File: src/edba_pkg.sv
`timescale 1ns / 1ps

package edba_pkg;

  localparam int MAX_BURST_DEF         = 8;
  localparam int LEVEL_SAMPLE_BITS_DEF = 12;

  localparam int ECHO_W     = 15;
  localparam int LEVEL_W    = 12;
  localparam int DIST_W     = 16;
  localparam int SUM_W      = 19;
  localparam int FS_W       = 9;
  localparam int BL_W       = 4;
  localparam int NUM_W      = 28;
  localparam int CFG_IDX_W  = 3;
  localparam int CFG_DATA_W = 9;
  localparam int ECHO_PROD_W = ECHO_W + 11;
  localparam int ECHO_SHIFT  = 10;

  localparam int IN_TDATA_W  = ((ECHO_W + LEVEL_W + 7) / 8) * 8;
  localparam int OUT_TDATA_W = ((DIST_W + 7) / 8) * 8;
  localparam int OUT_TUSER_W = 3;

  localparam logic [10:0]        ECHO_FACTOR = 11'd1756;
  localparam logic [6:0]         CENTI       = 7'd100;
  localparam logic [LEVEL_W-1:0] HEALTH_LOW  = 12'd10;
  localparam logic [LEVEL_W-1:0] HEALTH_HIGH = 12'd4080;

  localparam logic [CFG_IDX_W-1:0] REG_ECHO_MODE     = 3'd0;
  localparam logic [CFG_IDX_W-1:0] REG_LEVEL_PRESENT = 3'd1;
  localparam logic [CFG_IDX_W-1:0] REG_BURST_LENGTH  = 3'd2;
  localparam logic [CFG_IDX_W-1:0] REG_LEVEL_FS_CM   = 3'd3;
  localparam logic [CFG_IDX_W-1:0] REG_MAX_DIST_CM   = 3'd4;

  typedef enum logic [1:0] {
    SRC_ECHO  = 2'd0,
    SRC_LEVEL = 2'd1,
    SRC_NONE  = 2'd2
  } src_e;

  typedef enum logic [2:0] {
    ST_IDLE,
    ST_EVAL,
    ST_ACC,
    ST_LMUL,
    ST_LSCALE,
    ST_DIV,
    ST_DONE
  } state_e;

  typedef struct packed {
    logic            echo_mode;
    logic            level_present;
    logic [BL_W-1:0] burst_length;
    logic [FS_W-1:0] level_fs_cm;
    logic [FS_W-1:0] max_dist_cm;
  } cfg_t;

  localparam cfg_t CFG_RESET = '{
    echo_mode:     1'b1,
    level_present: 1'b1,
    burst_length:  4'd5,
    level_fs_cm:   9'd300,
    max_dist_cm:   9'd400
  };

endpackage

File: src/echo_distance_burst_averager.sv
`timescale 1ns / 1ps
// Requests are handled one at a time, each to the end before the next is taken. A
// request that closes an echo burst, or a level-mode request, runs through the
// 28-step bit-serial divider (the level sample first passes ST_LMUL and ST_LSCALE);
// a request that does not close a burst, or has no valid reading, skips the divider.
// A stalled output holds the sequencer in ST_DONE until the result is taken.
// Reset is asynchronous, active low, and restores register defaults and an empty burst.

module echo_distance_burst_averager import edba_pkg::*; #(
  parameter int MAX_BURST         = MAX_BURST_DEF,
  parameter int LEVEL_SAMPLE_BITS = LEVEL_SAMPLE_BITS_DEF
) (
  input  logic                   clk_i,
  input  logic                   rst_ni,
  input  logic                   cfg_valid_i,
  output logic                   cfg_ready_o,
  input  logic [CFG_IDX_W-1:0]   cfg_index_i,
  input  logic [CFG_DATA_W-1:0]  cfg_data_i,
  input  logic                   s_axis_tvalid,
  output logic                   s_axis_tready,
  // echo_time_us [14:0], level_sample [26:15], zero fill above
  input  logic [IN_TDATA_W-1:0]  s_axis_tdata,
  output logic                   m_axis_tvalid,
  input  logic                   m_axis_tready,
  // distance_centi_cm [15:0]
  output logic [OUT_TDATA_W-1:0] m_axis_tdata,
  // source_code [1:0], sensor_healthy [2]
  output logic [OUT_TUSER_W-1:0] m_axis_tuser
);

  localparam int CNT_W   = $clog2(MAX_BURST + 1);
  localparam int LVL_W   = (LEVEL_SAMPLE_BITS < LEVEL_W) ? LEVEL_SAMPLE_BITS : LEVEL_W;
  localparam int DEN_W   = (LEVEL_SAMPLE_BITS > CNT_W) ? LEVEL_SAMPLE_BITS : CNT_W;
  localparam int FULL    = (1 << LEVEL_SAMPLE_BITS) - 1;
  localparam int LPROD_W = LVL_W + FS_W;

  cfg_t cfg;

  state_e state_d, state_q;

  logic [ECHO_W-1:0]  echo_q;
  logic [LEVEL_W-1:0] level_q;
  logic [DIST_W-1:0]  d_q;
  logic [CNT_W-1:0]   pos_d, pos_q;
  logic [CNT_W-1:0]   cnt_d, cnt_q;
  logic [SUM_W-1:0]   sum_d, sum_q;
  src_e               src_q;
  logic               healthy_q;
  logic [LPROD_W-1:0] lprod_q;
  logic               out_valid_d, out_valid_q;
  logic [DIST_W-1:0]  out_dist_q;
  src_e               out_src_q;
  logic               out_healthy_q;

  logic [DIST_W-1:0]      limit;
  logic [ECHO_PROD_W-1:0] echo_prod;
  logic                   echo_ok;
  logic [SUM_W:0]         sum_ext;
  logic [SUM_W-1:0]       sum_acc;
  logic [CNT_W-1:0]       cnt_acc;
  logic [CNT_W-1:0]       pos_inc;
  logic [CNT_W-1:0]       eff_burst;
  logic                   burst_end;
  logic                   lvl_healthy;
  logic [NUM_W-1:0]       lscale;
  logic [DIST_W-1:0]      dist_final;

  logic             div_start;
  logic             div_sel_level;
  logic             div_busy;
  logic [NUM_W-1:0] div_num;
  logic [DEN_W-1:0] div_den;
  logic [NUM_W-1:0] div_quot;
  logic             out_load;

  edba_cfg u_cfg (
    .clk_i       (clk_i),
    .rst_ni      (rst_ni),
    .cfg_valid_i (cfg_valid_i),
    .cfg_ready_o (cfg_ready_o),
    .cfg_index_i (cfg_index_i),
    .cfg_data_i  (cfg_data_i),
    .cfg_o       (cfg)
  );

  edba_div #(
    .N_W (NUM_W),
    .D_W (DEN_W)
  ) u_div (
    .clk_i   (clk_i),
    .rst_ni  (rst_ni),
    .start_i (div_start),
    .num_i   (div_num),
    .den_i   (div_den),
    .busy_o  (div_busy),
    .quot_o  (div_quot)
  );

  // ---------------------------------------------------------------------
  // Datapath arithmetic
  // ---------------------------------------------------------------------
  assign limit     = {7'd0, cfg.max_dist_cm} * {9'd0, CENTI};
  assign echo_prod = {11'd0, echo_q} * {{(ECHO_PROD_W-11){1'b0}}, ECHO_FACTOR};
  assign echo_ok   = (d_q != '0) && (d_q < limit);
  assign sum_ext   = {1'b0, sum_q} + {{(SUM_W+1-DIST_W){1'b0}}, d_q};
  assign sum_acc   = !echo_ok ? sum_q : (sum_ext[SUM_W] ? {SUM_W{1'b1}} : sum_ext[SUM_W-1:0]);
  assign cnt_acc   = cnt_q + CNT_W'(echo_ok);
  assign pos_inc   = pos_q + 1'b1;

  // A burst length of zero acts as one, anything above the maximum as the maximum.
  always_comb begin
    if (cfg.burst_length == '0) begin
      eff_burst = CNT_W'(1);
    end else if (32'(cfg.burst_length) > 32'(MAX_BURST)) begin
      eff_burst = CNT_W'(MAX_BURST);
    end else begin
      eff_burst = CNT_W'(cfg.burst_length);
    end
  end

  assign burst_end   = pos_inc >= eff_burst;
  assign lvl_healthy = (level_q > HEALTH_LOW) && (level_q < HEALTH_HIGH);
  assign lscale      = NUM_W'(lprod_q) * NUM_W'(CENTI);

  assign div_num = div_sel_level ? lscale : NUM_W'(sum_acc);
  assign div_den = div_sel_level ? DEN_W'(FULL) : DEN_W'(cnt_acc);

  always_comb begin
    if (src_q == SRC_NONE) begin
      dist_final = '0;
    end else if (div_quot > NUM_W'(limit)) begin
      dist_final = limit;
    end else begin
      dist_final = div_quot[DIST_W-1:0];
    end
  end

  // ---------------------------------------------------------------------
  // Sequencer: next state
  // ---------------------------------------------------------------------
  always_comb begin
    state_d = state_q;
    unique case (state_q)
      ST_IDLE: begin
        if (s_axis_tvalid) state_d = ST_EVAL;
      end
      ST_EVAL: begin
        if (cfg.echo_mode) begin
          state_d = ST_ACC;
        end else if (cfg.level_present) begin
          state_d = ST_LMUL;
        end else begin
          state_d = ST_DONE;
        end
      end
      ST_ACC: begin
        if (!burst_end) begin
          state_d = ST_IDLE;
        end else if (cnt_acc != '0) begin
          state_d = ST_DIV;
        end else if (cfg.level_present) begin
          state_d = ST_LMUL;
        end else begin
          state_d = ST_DONE;
        end
      end
      ST_LMUL:   state_d = ST_LSCALE;
      ST_LSCALE: state_d = ST_DIV;
      ST_DIV: begin
        if (!div_busy) state_d = ST_DONE;
      end
      ST_DONE: begin
        if (!out_valid_q || m_axis_tready) state_d = ST_IDLE;
      end
      default: state_d = ST_IDLE;
    endcase
  end

  // ---------------------------------------------------------------------
  // Sequencer: control outputs
  // ---------------------------------------------------------------------
  always_comb begin
    s_axis_tready = 1'b0;
    div_start     = 1'b0;
    div_sel_level = 1'b0;
    out_load      = 1'b0;
    unique case (state_q)
      ST_IDLE:   s_axis_tready = 1'b1;
      ST_ACC:    div_start = burst_end && (cnt_acc != '0);
      ST_LSCALE: begin
        div_start     = 1'b1;
        div_sel_level = 1'b1;
      end
      ST_DONE:   out_load = !out_valid_q || m_axis_tready;
      ST_EVAL, ST_LMUL, ST_DIV: ;
      default: ;
    endcase
  end

  // Burst bookkeeping: level-mode requests and closing requests empty the burst.
  always_comb begin
    pos_d = pos_q;
    cnt_d = cnt_q;
    sum_d = sum_q;
    if ((state_q == ST_EVAL && !cfg.echo_mode) || (state_q == ST_ACC && burst_end)) begin
      pos_d = '0;
      cnt_d = '0;
      sum_d = '0;
    end else if (state_q == ST_ACC) begin
      pos_d = pos_inc;
      cnt_d = cnt_acc;
      sum_d = sum_acc;
    end
  end

  assign out_valid_d = out_load ? 1'b1 : (m_axis_tready ? 1'b0 : out_valid_q);

  always_ff @(posedge clk_i or negedge rst_ni) begin
    if (!rst_ni) begin
      state_q     <= ST_IDLE;
      pos_q       <= '0;
      cnt_q       <= '0;
      sum_q       <= '0;
      out_valid_q <= 1'b0;
    end else begin
      state_q     <= state_d;
      pos_q       <= pos_d;
      cnt_q       <= cnt_d;
      sum_q       <= sum_d;
      out_valid_q <= out_valid_d;
    end
  end

  always_ff @(posedge clk_i) begin
    if (state_q == ST_IDLE && s_axis_tvalid) begin
      echo_q  <= s_axis_tdata[ECHO_W-1:0];
      level_q <= s_axis_tdata[ECHO_W +: LEVEL_W];
    end
    if (state_q == ST_EVAL) begin
      d_q <= echo_prod[ECHO_SHIFT +: DIST_W];
      if (!cfg.echo_mode) begin
        src_q     <= cfg.level_present ? SRC_LEVEL : SRC_NONE;
        healthy_q <= cfg.level_present && lvl_healthy;
      end
    end
    if (state_q == ST_ACC && burst_end) begin
      healthy_q <= echo_ok;
      if (cnt_acc != '0) begin
        src_q <= SRC_ECHO;
      end else begin
        src_q <= cfg.level_present ? SRC_LEVEL : SRC_NONE;
      end
    end
    if (state_q == ST_LMUL) begin
      lprod_q <= LPROD_W'(level_q[LVL_W-1:0]) * LPROD_W'(cfg.level_fs_cm);
    end
    if (out_load) begin
      out_dist_q    <= dist_final;
      out_src_q     <= src_q;
      out_healthy_q <= healthy_q;
    end
  end

  assign m_axis_tvalid = out_valid_q;
  assign m_axis_tdata  = OUT_TDATA_W'(out_dist_q);
  assign m_axis_tuser  = {out_healthy_q, out_src_q};

endmodule

File: src/edba_cfg.sv
`timescale 1ns / 1ps

module edba_cfg import edba_pkg::*; (
  input  logic                  clk_i,
  input  logic                  rst_ni,
  input  logic                  cfg_valid_i,
  output logic                  cfg_ready_o,
  input  logic [CFG_IDX_W-1:0]  cfg_index_i,
  input  logic [CFG_DATA_W-1:0] cfg_data_i,
  output cfg_t                  cfg_o
);

  cfg_t cfg_d, cfg_q;

  assign cfg_ready_o = 1'b1;
  assign cfg_o       = cfg_q;

  always_comb begin
    cfg_d = cfg_q;
    if (cfg_valid_i) begin
      unique case (cfg_index_i)
        REG_ECHO_MODE:     cfg_d.echo_mode     = cfg_data_i[0];
        REG_LEVEL_PRESENT: cfg_d.level_present = cfg_data_i[0];
        REG_BURST_LENGTH:  cfg_d.burst_length  = cfg_data_i[BL_W-1:0];
        REG_LEVEL_FS_CM:   cfg_d.level_fs_cm   = cfg_data_i[FS_W-1:0];
        REG_MAX_DIST_CM:   cfg_d.max_dist_cm   = cfg_data_i[FS_W-1:0];
        default: ;
      endcase
    end
  end

  always_ff @(posedge clk_i or negedge rst_ni) begin
    if (!rst_ni) begin
      cfg_q <= CFG_RESET;
    end else begin
      cfg_q <= cfg_d;
    end
  end

endmodule

File: src/edba_div.sv
`timescale 1ns / 1ps

module edba_div import edba_pkg::*; #(
  parameter int N_W = NUM_W,
  parameter int D_W = 16
) (
  input  logic           clk_i,
  input  logic           rst_ni,
  input  logic           start_i,
  input  logic [N_W-1:0] num_i,
  input  logic [D_W-1:0] den_i,
  output logic           busy_o,
  output logic [N_W-1:0] quot_o
);

  localparam int CNT_W = $clog2(N_W + 1);

  logic [CNT_W-1:0] cnt_d, cnt_q;
  logic [N_W-1:0]   acc_d, acc_q;
  logic [D_W-1:0]   rem_d, rem_q;
  logic [D_W-1:0]   den_d, den_q;
  logic [D_W:0]     trial;
  logic [D_W:0]     diff;
  logic             fits;

  // Restoring division: the dividend shifts out of acc_q at the top while
  // quotient bits shift in at the bottom, one bit per cycle.
  assign trial = {rem_q, acc_q[N_W-1]};
  assign diff  = trial - {1'b0, den_q};
  assign fits  = trial >= {1'b0, den_q};

  always_comb begin
    cnt_d = cnt_q;
    acc_d = acc_q;
    rem_d = rem_q;
    den_d = den_q;
    if (start_i) begin
      cnt_d = CNT_W'(N_W);
      acc_d = num_i;
      rem_d = '0;
      den_d = den_i;
    end else if (cnt_q != '0) begin
      cnt_d = cnt_q - 1'b1;
      acc_d = {acc_q[N_W-2:0], fits};
      rem_d = fits ? diff[D_W-1:0] : trial[D_W-1:0];
    end
  end

  always_ff @(posedge clk_i or negedge rst_ni) begin
    if (!rst_ni) begin
      cnt_q <= '0;
    end else begin
      cnt_q <= cnt_d;
    end
  end

  always_ff @(posedge clk_i) begin
    acc_q <= acc_d;
    rem_q <= rem_d;
    den_q <= den_d;
  end

  assign busy_o = cnt_q != '0;
  assign quot_o = acc_q;

endmodule

File: config.mk
export PLATFORM = sky130hd
export DESIGN_NAME = echo_distance_burst_averager
export DESIGN_NICKNAME = d
export VERILOG_FILES = /design/src/edba_pkg.sv /design/src/echo_distance_burst_averager.sv /design/src/edba_cfg.sv /design/src/edba_div.sv
export SDC_FILE = /design/constraint.sdc
export NUM_CORES = 1
export LEC_CHECK = 0
export BUFFER_PORTS_ARGS = -buffer_cell sky130_fd_sc_hd__buf_4
export CAP_MARGIN = 0
export CORE_MARGIN = 5
export CORE_UTILIZATION = 45
export CTS_CLUSTER_DIAMETER = 120
export CTS_CLUSTER_SIZE = 20
export DETAILED_ROUTE_END_ITERATION = 7
export GPL_TIMING_DRIVEN = 0
export PLACE_DENSITY = 0.67
export SYNTH_ARGS = -nofsm -noshare
export SYNTH_HDL_FRONTEND = slang
export SYNTH_SLANG_ARGS = --single-unit
File: constraint.sdc
create_clock -name clk_i -period 6.67 [get_ports clk_i]
set_clock_uncertainty 0.2 [all_clocks]
set_input_delay 0.3335 -clock clk_i [delete_from_list [all_inputs] [get_ports clk_i]]
set_output_delay 0.3335 -clock clk_i [all_outputs]
set_load 0.02 [all_outputs]
==> flow_summary.yaml <==
setup_path:
  timing.setup.critical_path_class: "reg -> reg"
  timing.critical_path.from_type: "register"
  cpLargestDelayFamily: "adder cells"
  cp.buffers_inverters: 5
  worst-r2r-cell-count: 28
  worstPathArrival_ns: 6.70
  timing.critical_path.to_type: "register"
  crit_path_frequent_cell: "ha_1"
  cp.required_ns: 6.87
  rr_startpoint: "u_cfg.cfg_o[4]"
  cpPeakStageDelay_ns: 0.58
  worst-path-max-fanout: 14
  r2r_setup_slack_ns: 0.17
  critical_path.reg2reg.endpoint: "u_div.rem_q[1]"
  timing.critical_path.slowest_stage_cell: "dfstp_2"
clock_network:
  cts_buffers: 17
  insertion_delay_ns: 0.47
  root_buffer: "clkbuf_16"
  cts_max_path_buffers: 2
  tritoncts_clock_tree: "done"
  clock_sinks: 191
  clkSlewWorstSetupHoldPaths_ns: 0.07
  cts.htree.levels: 4
yosys:
  post-synth-top-count-cell: "inv_1"
  netlist_area_um2: 18400
  netlist_top_cells_area: "edfxtp_1 19%, ha_1 17%, fa_1 17%, dfrtp_1 6.7%, inv_1 6.6%"
  synth_area_per_cell_um2: 9.95
  synth.distinct_cells: 69
  synth_seq_cells: 191
  synthCells: 1851
  synth_flop_cell: "edfxtp_1"
  post-synth-top-area-fraction_pct: 19.4
  synthesis_warnings: 0
  sequential_share_of_the_synthesized_area_pct: 28.9
  syn-num-nets: 2304
  synthArstFlopShare_pct: 31.4
  synth.top_cells.by_count: "324 x inv_1, 251 x ha_1, 153 x fa_1"
  synth_largest_area_cell: "edfxtp_1"
  synth_enable_flop_cells: 119
cells_and_area:
  final_layout_size_suffix_gt1_share_pct: 9.36
  antenna-diode-count: 0
  layout.nets: 2437
  final_cells: 2529
  syn2layout_area_growth_pct: 12.9
sta:
  final-setup-viol-count: 0
  max_slew_margin_pct: 9.42
  clock.fmax_ghz: 0.154
  slew_viol_final: 0
  report.final.hold_viol_count: 0
  final.period_utilization_pct: 97.4
  worst-slew-pin-transition_ns: 1.35
  timing.final.crit_period_ns: 6.50
routing:
  detailed_routing_iterations_pass_1: 6
  post_drt_via_cell_ratio: 5.27
  wirelength_mm: 40.8
  final_antenna_net_count: 0
  dr_total_vias: 13325
  drt_iter0_drc: 857
  route.detailed.drc: 0
  wire_per_inst_um: 16.1
die:
  floorplan.die_area_um2: 45100
  die_h_um: 212
  floorplan.io_pins: 71
  rows: 74
  die-width_um: 212
  initial_core_util_pct: 45.3
  core_area_um2: 40600
worst_hold_path:
  hold_class: "in -> reg"
  holdPathEnd: "m_axis_tvalid"
  worst_hold_startpoint: "m_axis_tready"
  min_delay_path_depth: 3
placement:
  place_hpwl_mm: 32.8
  portBuffers: 64
  finalWeightedCongestion: 0.886
  dp_cells: 2449
grt:
  largest_net_degree_at_the_start_of_global_routing: 61
  grt_antenna_before_repair: 0
  grt_first_pass_wirelength_mm: 68.0
  grt_resource_usage_total_pct: 18.6
  globalRouteOverflowTotal: 0
  grt_pass1_vias: 13385
job:
  max-cap-violations: 0
run_status:
  outcome: "completed"
## cell families after synthesis
group / count (synthesis) / share of synthesized area [%]
adder cells (fa/ha/maj): 405 / 33.7
other: 1 / 0.0204
multiplexers: 40 / 2.30
AND/OR/NAND/NOR: 415 / 11.2
buffers and inverters: 381 / 7.89
AO/OA/AOI/OAI: 332 / 11.8
XOR/XNOR: 86 / 4.09
flip-flops: 191 / 28.9
## sequential cells by signal, summed over array words and instances, names as in the netlist, 3 cells and up
register      flops
u_div.quot_o     28
u_cfg.cfg_o      24
lprod_q          21
sum_q            19
d_q              16
m_axis_tdata     16
echo_q           15
level_q          12
u_div.rem_q      12
u_div.cnt_q       5
u_div.den_q       5
cnt_q             4
pos_q             4
state_q           3
## layer usage
| metal | wire length, µm | GRT usage, % | part of all wire, % | vias to the layer above |
|---|---|---|---|---|
| met5 | 0 | 0 | 0 | - |
| met1 | 19400 | 27.3 | 47 | 6438 |
| li1 | - | - | - | 6532 |
| met4 | 557 | 3.51 | 1.4 | 0 |
| met2 | 18500 | 29.1 | 45 | 317 |
| met3 | 2420 | 3.64 | 5.9 | 38 |
## timing repair
action | 4_1_cts | 5_1_grt
pin swaps | 5 | 5
hold buffers | 37 | 0
setup buffers | 8 | 4
gates resized for setup | 13 | 18
endpoints found under the hold margin | 100 | 0
endpoints found under the setup margin | 82 | 73
## cell type report
class | instances | area (µm²)
fillers | 3650 | 19900
multi-input cells | 1279 | 11800
flip-flops and latches | 191 | 5330
inverters | 324 | 1220
repair buffers | 115 | 967
well taps | 532 | 666
clock buffers | 19 | 433
plain buffers | 56 | 250
clock inverters | 13 | 154
## worst max-delay path by stage
stage,from,endpoint,cells past startpoint
2_1_floorplan,u_cfg.cfg_o[4],u_div.rem_q[1],29
3_3_place_gp,u_cfg.cfg_o[4],u_div.quot_o[8],27
3_5_place_dp,u_cfg.cfg_o[4],u_div.quot_o[8],27
4_1_cts,u_cfg.cfg_o[4],u_div.rem_q[1],28
5_1_grt,u_cfg.cfg_o[4],u_div.rem_q[1],28
6_report,u_cfg.cfg_o[4],u_div.rem_q[1],28
## per-stage QoR
step / TNS, ns / setup WS (ns) / util (%) / instance area [µm²] / hold WS [ns]
detailed placement: -95.57 / -1.54 / 48.2 / 19600 / 0.240
CTS: 0 / 0.00451 / 50.9 / 20700 / 0.0161
floorplan: 0 / 0.0300 / - / 18400 / -0.162
global placement: -90.60 / -1.46 / 48.2 / 19600 / 0.242
global route: -4.36 / -0.138 / 51.2 / 20800 / 0.0440
finish: 0 / 0.171 / 51.2 / 20800 / 0.0459
## cell usage in the layout, fill, tap and decap left out, drive strengths merged, types with 33 or more instances in the layout
cell           n
a21oi         83
and2          52
buf           90
clkbuf        63
dfrtp         49
dlygate4sd3   37
edfxtp       119
fa           153
ha           251
inv          328
nand2        137
nand3         41
nor2          53
o21ai         80
xnor2         53
xor2          33
## worst register-to-register path, delay by kind of cell (launching register included)
kind / cells / cell delay [ns]
compound gates: 5 / 1.20
xor+xnor: 2 / 0.35
buf+inv: 5 / 0.53
simple gates: 9 / 1.61
fa+ha+maj: 7 / 1.97
flops: 1 / 0.58
Power is not shown: default switching activity piles up to over one toggle a cycle in this logic, so the estimate is an artifact.
